<file path="config.mk">
export PLATFORM = sky130hd
export DESIGN_NAME = cwhist_merge
export DESIGN_NICKNAME = d
export VERILOG_FILES = /design/src/hdl/cwhist_pkg.sv /design/src/hdl/cwhist_merge.sv
export SDC_FILE = /design/constraint.sdc
export NUM_CORES = 1
export LEC_CHECK = 0
export ABC_AREA = 0
export BUFFER_PORTS_ARGS = -buffer_cell sky130_fd_sc_hd__buf_4
export CAP_MARGIN = 0
export CORE_ASPECT_RATIO = 1.1
export CORE_MARGIN = 10
export CORE_UTILIZATION = 45
export DETAILED_ROUTE_END_ITERATION = 10
export PLACE_DENSITY = 0.77
export SYNTH_ARGS = -nofsm -noshare
export SYNTH_HDL_FRONTEND = slang
export SYNTH_SLANG_ARGS = --single-unit
</file>
<file path="constraint.sdc">
create_clock -name i_clk -period 6.8 [get_ports i_clk]
set_input_delay 1.02 -clock i_clk [delete_from_list [all_inputs] [get_ports i_clk]]
set_output_delay 1.02 -clock i_clk [all_outputs]
set_load 0.01 [all_outputs]
</file>
<file path="src/hdl/cwhist_pkg.sv">
// Package for the codeword histogram builder: sizes, request and result codes.
// No dependencies.
package cwhist_pkg;
    localparam int MAX_WORDS_DEF  = 256;
    localparam int MAX_CHUNKS_DEF = 16;
    localparam int LANES_DEF      = 8;
    localparam int ELEM_W         = 8;
    localparam int DIST_W         = 23;
    localparam int COUNT_W        = 16;
    localparam logic [DIST_W-1:0]  DIST_SAT  = '1;
    localparam logic [COUNT_W-1:0] COUNT_SAT = '1;

    typedef enum logic [1:0] {
        REQ_WRITE_WORD = 2'd0,
        REQ_DESC_CHUNK = 2'd1,
        REQ_READ_BIN   = 2'd2,
        REQ_CLEAR      = 2'd3
    } t_req;

    typedef enum logic [1:0] {
        RES_ACK   = 2'd0,
        RES_CLASS = 2'd1,
        RES_BIN   = 2'd2
    } t_res;

    localparam logic CFG_WORDS  = 1'b0;
    localparam logic CFG_CHUNKS = 1'b1;

    typedef struct packed {
        logic [1:0] req_type;
        logic [7:0] word_index;
        logic [3:0] chunk_index;
        logic [7:0] elem0;
        logic [7:0] elem1;
        logic [7:0] elem2;
        logic [7:0] elem3;
        logic [7:0] elem4;
        logic [7:0] elem5;
        logic [7:0] elem6;
        logic [7:0] elem7;
    } t_in;

    typedef struct packed {
        logic [1:0]  result_kind;
        logic [7:0]  best_word;
        logic [22:0] best_distance;
        logic [15:0] bin_count;
    } t_out;
endpackage

</file>
<file path="src/hdl/cwhist_merge.sv">
// Merge stage: sums the lane squares of one chunk into a chunk distance.
// Depends on cwhist_pkg.
module cwhist_merge #(
    parameter int LANES = cwhist_pkg::LANES_DEF
) (
    input  logic                     i_clk,
    input  logic [LANES-1:0][15:0]   i_sq,
    output logic [18:0]              o_sum
);
    import cwhist_pkg::*;
    logic [18:0] w_sum;
    logic [18:0] r_sum;
    always_comb begin
        w_sum = '0;
        for (int k = 0; k < LANES; k++) w_sum = w_sum + 19'(i_sq[k]);
    end
    always_ff @(posedge i_clk) begin
        r_sum <= w_sum;
    end
    assign o_sum = r_sum;
endmodule

</file>
==> metrics.yaml <==
route:
  routedWlPerCell_um: 12.6
  firstDrtPassIters: 4
  vias: 2877
  drtIter0Drc: 54
  ant_nets: 0
  drcViolationCount: 0
  routed_via_density: 4.36
  wl_um: 8330
final_layout:
  layout-drive-gt1-share_pct: 28.1
  largest_reg_flops: 19
  final_nets: 796
  insertedDiodeCount: 0
  area_growth_pct: 34.1
  fillCellCount: 729
global_route:
  grt_pass1_wl_um: 14800
  grt_pass1_vias: 3508
  grt_max_degree: 12
  grt_use_total_pct: 14.3
  grt-ovfl-total: 0
  antenna_found_initial: 0
floorplan:
  die_h_um: 116
  fp.dieArea_um2: 12300
  coreArea_um2: 8000
  io_pins: 148
  fp-row-count: 34
  start_util_pct: 46.7
  die_w_um: 107
synthesis:
  synth_edf_count: 0
  syn_area_per_cell_um2: 9.24
  ys_seq_area_share_pct: 10.2
  ys.warnings.count: 0
  synthCells: 404
  async_reset_ff_share_pct: 0
  synth_common_cells: "inv_1 (192), fa_1 (95), dfxtp_1 (19), ha_1 (19), a21oi_1 (15)"
  synth_flop_cell: "dfxtp_1"
  synth_top_area_share_pct: 51.0
  syn-cell-area_um2: 3730
  yosys.area.top_type: "fa_1"
  yosysUniqueCellTypes: 31
  ys_top_cells_by_area: "fa_1 (51%), inv_1 (19%), dfxtp_1 (10%), ha_1 (6.4%), a21oi_1 (2.0%)"
  syn_nets: 647
  ys_ff_latch: 19
  yosysMostFrequentCell: "inv_1"
timing:
  hold_ws_ps: 1110
  max_freq_mhz: 199
  rsz0062_at_grt: "no"
  max-slew-margin-rel_pct: 77.0
  finalCriticalPeriod_ps: 5020
  final-hold-violation-count: 0
  worstMarginPinSlew_ps: 344
  drv_slew: 0
  period_share_pct: 73.8
  tns_ps: 0
  setup_viol: 0
worst_setup_path:
  crit_arrival_ps: 5160
  critPathMaxFanout: 4
  endpoint_kind: "register"
  worstSetupStartpointType: "input pin"
  worstSetupPathType: "in2reg"
  worst_ep_required_time_ps: 6940
cts:
  cts_buffers: 3
  postCtsResizedCells: 0
  cts_sinks: 19
  cts_hold_repair.buffers: 0
  cts_tree: "done"
  cts_htree_levels: 1
  cts_setup_buffers: 0
  clockBufferDepth: 2
  clkTransAtPathRegs_ps: 70
  cts_root_buf: "clkbuf_8"
power_and_ir_drop:
  peakVddDrop_mv: 0.205
  p_leak_uw: 0.00293
  power_density_nw_per_um2: 418
outcome:
  status: "finished clean"
place:
  place_hpwl_um: 8070
  portBuffers: 147
  place_congestion: 0.830
job:
  max_cap_viol_count: 0
worst_hold_path:
  min_path_type: "in2reg"
-- per-stage QoR --
step                instance area (um^2)  total power [uW]  util, %  instances  worst slack (ps)
finish                              5000              2090     62.6        660              1780
global route                        5000              2400     62.6        660              1550
floorplan                           3730              1560        -        404              1770
global placement                    4960              1990     62.0        656              1540
detailed placement                  4960              2040     62.0        656              1510
CTS                                 5000              2130     62.6        660              1770
-- kinds of logic after synthesis --
kind of cell / after synthesis / synth area share (%)
flops: 19 / 10.2
simple gates: 21 / 2.55
compound gates: 41 / 7.01
xor+xnor: 14 / 3.29
fa+ha+maj: 114 / 57.3
buf+inv: 195 / 19.6
-- where the power goes --
| part | leakage, uW | total (uW) | switching, uW | internal (uW) |
|---|---|---|---|---|
| Clock | 0.0000255 | 77.3 | 36.7 | 40.6 |
| Sequential | 0.000160 | 222 | 18.0 | 204 |
| Combinational | 0.00274 | 1790 | 978 | 816 |
-- cell type report --
| type | count | area [um^2] | area share [%] |
|---|---|---|---|
| multi-input cells | 190 | 2620 | 52.3 |
| flip-flops and latches | 19 | 380 | 7.60 |
| clock inverters | 1 | 5.00 | 0.100 |
| clock buffers | 3 | 41.3 | 0.825 |
| repair buffers | 147 | 1100 | 22.1 |
| inverters | 192 | 721 | 14.4 |
| well taps | 108 | 135 | 2.70 |
-- critical path: stages --
cell	delay [ps]
buf_4	80
inv_1	50
fa_1	530
inv_1	60
fa_1	510
fa_1	550
inv_1	60
fa_1	530
inv_1	40
ha_1	230
fa_1	410
a21o_2	240
a31o_1	240
a21oi_2	200
nor2_1	70
a311o_1	340
-- final timing paths --
check,startpoint,to,slack (ps),cells after the start
max,i_sq[2],o_sum[18],1780,16
min,i_sq[112],o_sum[0],1110,3
-- cell usage in the layout, fill, tap and decap left out, types with 2 or more instances in the layout --
cell	count
dfxtp_1	19
xnor2_1	6
a31oi_1	2
o21ai_0	7
xor2_1	8
fa_1	95
o211ai_1	3
a21oi_1	15
inv_1	192
buf_4	147
nand2_1	9
nand4_1	3
nor2_1	5
o21bai_1	2
ha_1	19
clkbuf_8	3
-- per-layer routing --
metal / GRT usage [%] / wire, um / up-vias
met1: 16.0 / 3320 / 1371
met2: 26.7 / 4220 / 110
met3: 4.00 / 732 / 4
met5: 0 / 0 / -
li1: - / - / 1392
met4: 2.53 / 60 / 0
(Power assumes the default switching activity.)
