<file path="config.mk">
export PLATFORM = sky130hd
export DESIGN_NAME = cwhist_lane
export DESIGN_NICKNAME = d
export VERILOG_FILES = /design/src/hdl/cwhist_pkg.sv /design/src/hdl/cwhist_lane.sv
export SDC_FILE = /design/constraint.sdc
export NUM_CORES = 1
export LEC_CHECK = 0
export BUFFER_PORTS_ARGS = -buffer_cell sky130_fd_sc_hd__buf_2
export CORE_ASPECT_RATIO = 1.4
export CORE_UTILIZATION = 57
export DETAILED_ROUTE_END_ITERATION = 7
export PLACE_DENSITY = 0.77
export SLEW_MARGIN = 10
export SYNTH_ARGS = -nofsm -noshare
export SYNTH_HDL_FRONTEND = slang
export SYNTH_SLANG_ARGS = --single-unit
export TNS_END_PERCENT = 20
</file>
<file path="constraint.sdc">
create_clock -name i_clk -period 8.5 [get_ports i_clk]
set_input_delay 0.425 -clock i_clk [delete_from_list [all_inputs] [get_ports i_clk]]
set_output_delay 0.425 -clock i_clk [all_outputs]
set_load 0.01 [all_outputs]
</file>
<file path="src/hdl/cwhist_pkg.sv">
// Package for the codeword histogram builder: sizes, request and result codes.
// No dependencies.
package cwhist_pkg;
    localparam int MAX_WORDS_DEF  = 256;
    localparam int MAX_CHUNKS_DEF = 16;
    localparam int LANES_DEF      = 8;
    localparam int ELEM_W         = 8;
    localparam int DIST_W         = 23;
    localparam int COUNT_W        = 16;
    localparam logic [DIST_W-1:0]  DIST_SAT  = '1;
    localparam logic [COUNT_W-1:0] COUNT_SAT = '1;

    typedef enum logic [1:0] {
        REQ_WRITE_WORD = 2'd0,
        REQ_DESC_CHUNK = 2'd1,
        REQ_READ_BIN   = 2'd2,
        REQ_CLEAR      = 2'd3
    } t_req;

    typedef enum logic [1:0] {
        RES_ACK   = 2'd0,
        RES_CLASS = 2'd1,
        RES_BIN   = 2'd2
    } t_res;

    localparam logic CFG_WORDS  = 1'b0;
    localparam logic CFG_CHUNKS = 1'b1;

    typedef struct packed {
        logic [1:0] req_type;
        logic [7:0] word_index;
        logic [3:0] chunk_index;
        logic [7:0] elem0;
        logic [7:0] elem1;
        logic [7:0] elem2;
        logic [7:0] elem3;
        logic [7:0] elem4;
        logic [7:0] elem5;
        logic [7:0] elem6;
        logic [7:0] elem7;
    } t_in;

    typedef struct packed {
        logic [1:0]  result_kind;
        logic [7:0]  best_word;
        logic [22:0] best_distance;
        logic [15:0] bin_count;
    } t_out;
endpackage

</file>
<file path="src/hdl/cwhist_lane.sv">
// One distance lane: squared difference of one element pair, registered.
// Depends on cwhist_pkg.
module cwhist_lane (
    input  logic        i_clk,
    input  logic [7:0]  i_a,
    input  logic [7:0]  i_b,
    output logic [15:0] o_sq
);
    import cwhist_pkg::*;
    logic [7:0]  w_d;
    logic [15:0] r_sq;
    assign w_d = (i_a > i_b) ? i_a - i_b : i_b - i_a;
    always_ff @(posedge i_clk) begin
        r_sq <= w_d * w_d;
    end
    assign o_sq = r_sq;
endmodule

</file>
==> impl_metrics.json, run 1 <==
{
  "wl_met1_mm": 1.845,
  "yosysUniqueCellTypes": 51,
  "synth_top_family_by_area": "adder cells",
  "drt_pre_antenna_iters": 4,
  "clock.fmax_mhz": 154.1,
  "cts_num_sinks": 15,
  "grt_pass1_vias": 2065,
  "syn_inst": 301,
  "grt_start_max_net_pins": 11,
  "multi_input_area_um2": 2102,
  "nets": 417,
  "postRouteAntennaNets": 0,
  "grt_use_total_pct": 21.37,
  "fp-row-count": 29,
  "ctsResizeCount": 0,
  "wl_met2_mm": 2.480,
  "setup_viol": 0,
  "synth_area_leaders": "ha_1 (21%), fa_1 (19%), dfxtp_1 (11%)",
  "vias_per_cell": 5.238,
  "totalWireLength_mm": 4.569,
  "coreArea_um2": 4536,
  "fin_tns_setup_ns": 0,
  "clock_path_buffers": 2,
  "syn_nets": 389,
  "tightest_slew_ns": 0.5152,
  "cts_setup_buffers": 0,
  "fillers": 409,
  "antenna_found_initial": 0,
  "cp_max_fo": 10,
  "path_clk_slew_ns": 0.06,
  "rsz0062_at_grt": "false",
  "drt-initial-drc-count": 61,
  "gr-total-overflow": 0,
  "wire_per_inst_um": 11.72,
  "vias": 2043,
  "dp_hpwl_mm": 4.042,
  "synth_xor_area_share_pct": 10.35,
  "cts_hold_buffers": 0,
  "synth_compound_area_share_pct": 13.10,
  "synth-simple-area-share_pct": 11.56,
  "die_h_um": 83.19,
  "cts_tree": "yes",
  "end_kind": "flip-flop",
  "yosys.area.top_type": "ha_1",
  "hold_viol_final": 0,
  "max_slew_margin_pct": 65.48,
  "worst_ep_arrival_time_ns": 6.67,
  "syn_avg_cell_area_um2": 8.916,
  "met3_length_um": 84,
  "layout-drive-gt1-share_pct": 15.24,
  "ys_ff_latch": 15,
  "start_kind": "input pin",
  "netlist_area_um2": 2684,
  "muxShareOfSynthArea_pct": 3.077,
  "status": "finished clean",
  "cts-htree-levels": 1,
  "critPathKind": "in -> reg",
  "grt_pass1_wl_mm": 8.273,
  "synth_seq_area_share_pct": 11.19,
  "io_pins": 33,
  "drc": 0,
  "syn_to_final_growth_pct": 7.739,
  "cts_buffers": 3,
  "yosysWarningCount": 0,
  "synth_top_area_share_pct": 21.45,
  "n_antenna_cell": 0,
  "synthTopCellsByCount": "inv_1 (55), ha_1 (46), nor2_1 (29), fa_1 (25), a21oi_1 (20)",
  "die_x_um": 59.99,
  "max-cap-violations": 0,
  "period_needed_ns": 6.488,
  "place_inst": 386,
  "start_util_pct": 59.17,
  "synth_adder_area_share_pct": 40.09,
  "synth.most_common_cell": "inv_1",
  "root_buffer": "clkbuf_8",
  "port_buffers": 31,
  "synth_enable_flop_cells": 0,
  "ys.flop_type": "dfxtp_1",
  "highest_layer": "met4",
  "fin_cells": 390,
  "register_area_um2": 300.3,
  "place.gp.congestion": 0.8649,
  "hold_class": "in -> reg",
  "slew_violations": 0,
  "cp_data_required_time_ns": 8.68,
  "largest_reg_flops": 15,
  "synthArstFlopShare_pct": 0,
  "timing.final.crit_share_pct": 76.33,
  "dieArea_um2": 4991
}
-- logic make-up after synthesis --
family / count (synthesis)
flip-flops: 15
multiplexers: 7
other: 1
XOR/XNOR: 27
AO/OA/AOI/OAI: 52
buffers and inverters: 64
adder cells (fa/ha/maj): 71
AND/OR/NAND/NOR: 64
-- per-layer routing --
metal,global-route usage (%),vias to the layer above
met1,23.67,961
met2,38.38,41
li1,-,1027
met4,11.63,0
met3,1.558,14
met5,0,-
-- stage by stage --
stage                     cell area (um^2)  utilization (%)  hold WS, ns  worst slack (ns)
final                                 2892            63.75       0.8148             2.012
after global routing                  2892            63.75       0.8354             1.518
after CTS                             2892            63.75       0.8086             1.986
after detailed placement              2845            62.73       0.8165             1.753
after global placement                2845            62.73       0.8176             1.941
after floorplan                       2684                -       0.7290             2.464
-- path summary, 6_finish.rpt --
check	start	end	slack (ns)	cells past startpoint
hold / removal	i_b[0]	o_sq[0]	0.81	3
setup / recovery	i_a[0]	o_sq[15]	2.01	22
-- final cells by class --
cell class / count / share of cell area (%)
sequential: 15 / 10.39
inverter: 56 / 7.270
clock inverter: 1 / 0.1731
clock buffer: 3 / 1.428
timing repair buffer: 31 / 5.366
multi-input combinational: 222 / 72.70
tap: 62 / 2.683
-- worst max-delay path: stages --
cell and delay [ns]:
buf_2 0.09, inv_1 0.04, ha_1 0.21, fa_1 0.43, nand3b_1 0.21, a21oi_1 0.15
o22a_1 0.47, mux2i_1 0.27, xor2_1 0.41, inv_1 0.19, fa_1 0.56, inv_1 0.05
fa_1 0.46, fa_1 0.52, fa_1 0.54, inv_1 0.04, ha_1 0.34, or4_1 0.53
o211ai_1 0.14, nor2_1 0.10, a311oi_1 0.33, xnor2_1 0.16
-- placed cells by master, fill, tap and decap left out, types with 3 or more instances in the layout --
cell	n
nand4_1	4
ha_1	46
nand2_1	11
xor2_1	7
mux2i_1	6
dfxtp_1	15
nor2b_1	5
a21oi_1	20
buf_2	31
fa_1	25
nand3b_1	3
a21o_1	7
xnor2_1	16
clkbuf_8	3
o21ai_0	6
nor2_1	29
inv_1	55
o21bai_1	4
Power of run 1 is left out: the tool's default activity adds up to more than one toggle a clock period on the data nets, which glitch-free logic cannot reach.
==> inputs of run 2 (changes only) <==
==> constraint.sdc (replaced) <==
create_clock -name i_clk -period 6 [get_ports i_clk]
set_input_delay 0.3 -clock i_clk [delete_from_list [all_inputs] [get_ports i_clk]]
set_output_delay 0.3 -clock i_clk [all_outputs]
set_load 0.01 [all_outputs]
==> run 2 against run 1 <==
Compared with the run above: first-iteration DRC count shrank 31%; die area is the same; cell count grew 5.4%; critical endpoint unchanged; highest routed layer unchanged; sequential share of layout area shrank 0.77 points; worst hold slack lost 0.20 ns; critical path depth grew 1.
==> impl_metrics.json, run 2 (same netlist as run 1, synthesis figures left out) <==
{
  "worst_ep_arrival_time_ns": 6.00,
  "cts_tree": "yes",
  "layout_common_cells": "inv_1 (55), ha_1 (45), buf_2 (31), nor2_1 (27), fa_1 (25)",
  "dpl_cell_area_um2": 3000,
  "drc": 0,
  "n_antenna_cell": 0,
  "hold_viol_final": 0,
  "hold_class": "in -> reg",
  "critPathMaxStageDelay_ns": 0.57,
  "period_needed_ns": 5.818,
  "max-cap-violations": 0,
  "critPathKind": "in -> reg",
  "fp-row-count": 29,
  "die_h_um": 83.19,
  "start_util_pct": 59.17,
  "end_kind": "flip-flop",
  "dp_hpwl_mm": 4.428,
  "min_from": "i_b[0]",
  "io_pins": 33,
  "holdWs_ns": 0.6115,
  "drt_pre_antenna_iters": 4,
  "cts_buffers": 3,
  "root_buffer": "clkbuf_8",
  "grt_pass1_wl_mm": 9.108,
  "port_buffers": 31,
  "setup_viol": 0,
  "crit_chain": "buf_2 > inv_1 > ha_1 > inv_1 > fa_1 > a21o_1 > a221o_1 > a21oi_2 > mux2i_1 > xnor2_2 > nor2_2 > fa_1 > inv_1 > fa_1 > fa_1 > fa_1 > inv_1 > ha_1 > or4_1 > o211ai_1 > nor2_1 > a311oi_2 > xnor2_1",
  "slew_violations": 0,
  "largest_reg_flops": 15,
  "rsz0062_at_grt": "true",
  "cts_num_sinks": 15,
  "die_x_um": 59.99,
  "cp_max_fo": 3,
  "nets": 438,
  "hold_depth": 4,
  "totalWireLength_mm": 5.351,
  "grt_pass1_vias": 2205,
  "critPathMostFrequentCell": "fa_1",
  "dieArea_um2": 4991,
  "grt_use_total_pct": 23.60,
  "clock.fmax_mhz": 171.9,
  "hold_end": "o_sq[0]",
  "coreArea_um2": 4536,
  "drt-initial-drc-count": 42,
  "vias": 2154,
  "antenna_found_initial": 0,
  "gr-total-overflow": 0,
  "slowest_stage": "fa_1",
  "grt_start_max_net_pins": 11,
  "cts-htree-levels": 1,
  "cp_data_required_time_ns": 6.18,
  "final_common_cell": "inv_1",
  "layout-drive-gt1-share_pct": 23.50,
  "final_area_um2": 3123,
  "start_kind": "input pin",
  "status": "finished clean",
  "place.gp.congestion": 0.8743,
  "fillers": 365,
  "path_clk_slew_ns": 0.06,
  "timing.final.crit_share_pct": 96.96,
  "clock_path_buffers": 2,
  "syn_to_final_growth_pct": 16.36,
  "postRouteAntennaNets": 0,
  "pre_cts_ws_ns": -0.1126,
  "vias_per_cell": 5.241,
  "wire_per_inst_um": 13.02,
  "worst_slack_ns": 0.1824
}
==> run 2: what timing repair did <==
item,in CTS,in global routing
endpoints found under the setup margin,0,3
endpoints found under the hold margin,0,0
hold buffers,0,0
resized for setup,0,13
setup buffers,0,2
==> run 2: routing by layer <==
metal,GRT usage (%),routed length [um],up-vias
met5,0,0,-
met1,23.85,1967,1033
met4,5.920,116,0
met3,1.869,89,13
li1,-,-,1071
met2,47.88,3178,37
==> run 2: worst max path at each step <==
stage	from	to	slack [ns]	cells past startpoint
after global placement	i_a[0]	o_sq[15]	0.06	24
after global routing	i_a[0]	o_sq[15]	-0.09	24
final	i_b[0]	o_sq[15]	0.18	23
after detailed placement	i_b[0]	o_sq[15]	-0.11	23
after CTS	i_b[0]	o_sq[15]	0.13	23
after floorplan	i_a[0]	o_sq[15]	0.09	22
==> run 2: per-stage QoR <==
stage                     TNS (ns)  std cells  util (%)
after floorplan                  0        301         -
after global placement           0        405     66.15
after detailed placement   -0.1126        405     66.15
after CTS                        0        409     67.17
after global routing      -0.09126        411     68.86
final                            0        411     68.86
==> run 2: layout make-up <==
class                           instances  area [um^2]  share of cell area (%)
Tap cell                               62        77.57                   2.484
Sequential cell                        15        300.3                   9.615
Multi-Input combinational cell        222         2163                   69.27
Clock inverter                          1        5.005                  0.1603
Timing Repair Buffer                   52        325.3                   10.42
Clock buffer                            3        41.29                   1.322
Inverter                               56        210.2                   6.731
==> run 2: critical path: cells and delay by family <==
kind / cells / cell delay, ns
adders and majority gates: 7 / 2.92
and+or+nand+nor: 3 / 0.73
AOI/OAI and AO/OA: 5 / 1.20
buffers and inverters: 5 / 0.32
xor gates and xnor gates: 2 / 0.38
muxes: 1 / 0.14
Power of run 2 is left out for the same reason.
==> inputs of run 3 (changes only) <==
--- a/config.mk
+++ b/config.mk
@@ -6,10 +6,11 @@
 export NUM_CORES = 1
 export LEC_CHECK = 0
 export BUFFER_PORTS_ARGS = -buffer_cell sky130_fd_sc_hd__buf_2
-export CORE_ASPECT_RATIO = 1.4
+export CORE_ASPECT_RATIO = 1.25
 export CORE_UTILIZATION = 57
 export DETAILED_ROUTE_END_ITERATION = 7
 export PLACE_DENSITY = 0.77
+export RECOVER_POWER = 100
 export SLEW_MARGIN = 10
 export SYNTH_ARGS = -nofsm -noshare
 export SYNTH_HDL_FRONTEND = slang
==> run 3 against run 2 <==
Compared with the run above: core utilization up 1.5 points; count of clock-buffer cells in the layout unchanged; via count hardly changed; sequential cell count did not move; critical path type unchanged; largest cell class unchanged.
==> impl_metrics.json, run 3 (same netlist as run 1, synthesis figures left out) <==
{
  "grt_start_max_net_pins": 11,
  "clock.fmax_mhz": 174.0,
  "largest_reg_flops": 15,
  "wire_per_inst_um": 12.67,
  "place.gp.congestion": 0.8717,
  "max-cap-violations": 0,
  "cts_tree": "yes",
  "slew_violations": 0,
  "crit_chain": "buf_2 > inv_1 > ha_1 > fa_1 > nand3b_1 > a21oi_2 > o22a_1 > buf_12 > mux2i_1 > xor2_1 > inv_1 > fa_1 > inv_1 > fa_1 > fa_1 > fa_1 > inv_1 > ha_1 > or4_1 > o211ai_1 > nor2_1 > a311oi_2 > xnor2_1",
  "layout_common_cells": "inv_1 (55), ha_1 (46), nor2_1 (25), fa_1 (25), buf_4 (21)",
  "dieArea_um2": 4989,
  "drt_pre_antenna_iters": 4,
  "hold_class": "in -> reg",
  "root_buffer": "clkbuf_8",
  "grt_use_total_pct": 21.79,
  "io_pins": 33,
  "vias_per_cell": 5.256,
  "worst-path-buf-inv": 6,
  "min_from": "i_b[0]",
  "slowest_stage": "fa_1",
  "cts_buffers": 3,
  "die_x_um": 63.38,
  "layout-drive-gt1-share_pct": 19.89,
  "drc": 0,
  "pre_cts_ws_ns": -0.08149,
  "syn_to_final_growth_pct": 16.83,
  "period_needed_ns": 5.748,
  "cp_max_fo": 10,
  "timing.final.crit_share_pct": 95.80,
  "worst_ep_arrival_time_ns": 5.93,
  "n_antenna_cell": 0,
  "port_buffers": 31,
  "cp.depth": 23,
  "worst_slack_ns": 0.2522,
  "grt_pass1_wl_mm": 8.880,
  "drt-initial-drc-count": 71,
  "cts-htree-levels": 1,
  "setup_viol": 0,
  "totalWireLength_mm": 5.196,
  "crit_start": "i_a[0]",
  "start_kind": "input pin",
  "cp_data_required_time_ns": 6.18,
  "hold_depth": 4,
  "hold_viol_final": 0,
  "crit_family": "adder cells",
  "clock_path_buffers": 2,
  "status": "finished clean",
  "final_common_cell": "inv_1",
  "critPathMaxStageDelay_ns": 0.58,
  "dp_hpwl_mm": 4.308,
  "vias": 2155,
  "critPathMostFrequentCell": "fa_1",
  "fp-row-count": 27,
  "coreArea_um2": 4459,
  "cts_num_sinks": 15,
  "critPathKind": "in -> reg",
  "die_h_um": 78.72,
  "gr-total-overflow": 0,
  "postRouteAntennaNets": 0,
  "nets": 441,
  "path_clk_slew_ns": 0.07,
  "grt_pass1_vias": 2226,
  "start_util_pct": 60.19,
  "end_kind": "flip-flop",
  "hold_end": "o_sq[0]",
  "antenna_found_initial": 0,
  "cts_hold_buffers": 0
}
run 3: cell types whose count changed in the layout (fill, tap and decap cells not counted), sizes merged:
cell,delta
clkbuf,+17
buf,-14
run 3: tightest hold or removal path: stages:
cell	delay (ns)
buf_2	0.09
ha_1	0.25
clkbuf_1	0.22
inv_1	0.18
run 3: how the worst max path moves through the flow:
| stage | end |
|---|---|
| final | o_sq[15] |
| after global routing | o_sq[15] |
| after CTS | o_sq[15] |
| after detailed placement | o_sq[15] |
| after global placement | o_sq[15] |
| after floorplan | o_sq[15] |
run 3: per-stage QoR:
step | TNS (ns) | utilization [%] | instance area, um^2 | std cells | hold WS (ns)
after floorplan | 0 | - | 2684 | 301 | 0.6040
after global placement | 0 | 67.34 | 3003 | 402 | 0.6934
after detailed placement | -0.09920 | 67.34 | 3003 | 402 | 0.6909
after CTS | 0 | 68.38 | 3049 | 406 | 0.6263
after global routing | -0.04371 | 70.31 | 3136 | 410 | 0.8753
final | 0 | 70.31 | 3136 | 410 | 0.8344
run 3: area by class of cell:
cell class                      instances  area [um^2]
Clock buffer                            3        41.29
Clock inverter                          1        5.005
Fill cell                             362         1324
Inverter                               56        212.7
Multi-Input combinational cell        222         2178
Sequential cell                        15        300.3
Tap cell                               58        72.57
Timing Repair Buffer                   55        325.3
run 3: per-layer routing:
layer / part of all wire [%] / global-route usage (%) / vias up
met4: 2.4 / 7.273 / 0
met5: 0 / 0 / -
met3: 2.5 / 2.011 / 10
met2: 54 / 43.40 / 48
li1: - / - / 1075
met1: 41 / 23.38 / 1022
run 3: repair_timing:
item	CTS	global route
buffers inserted	0	4
endpoints found under the setup margin	0	3
gates resized for setup	0	16
Power of run 3 is left out for the same reason.
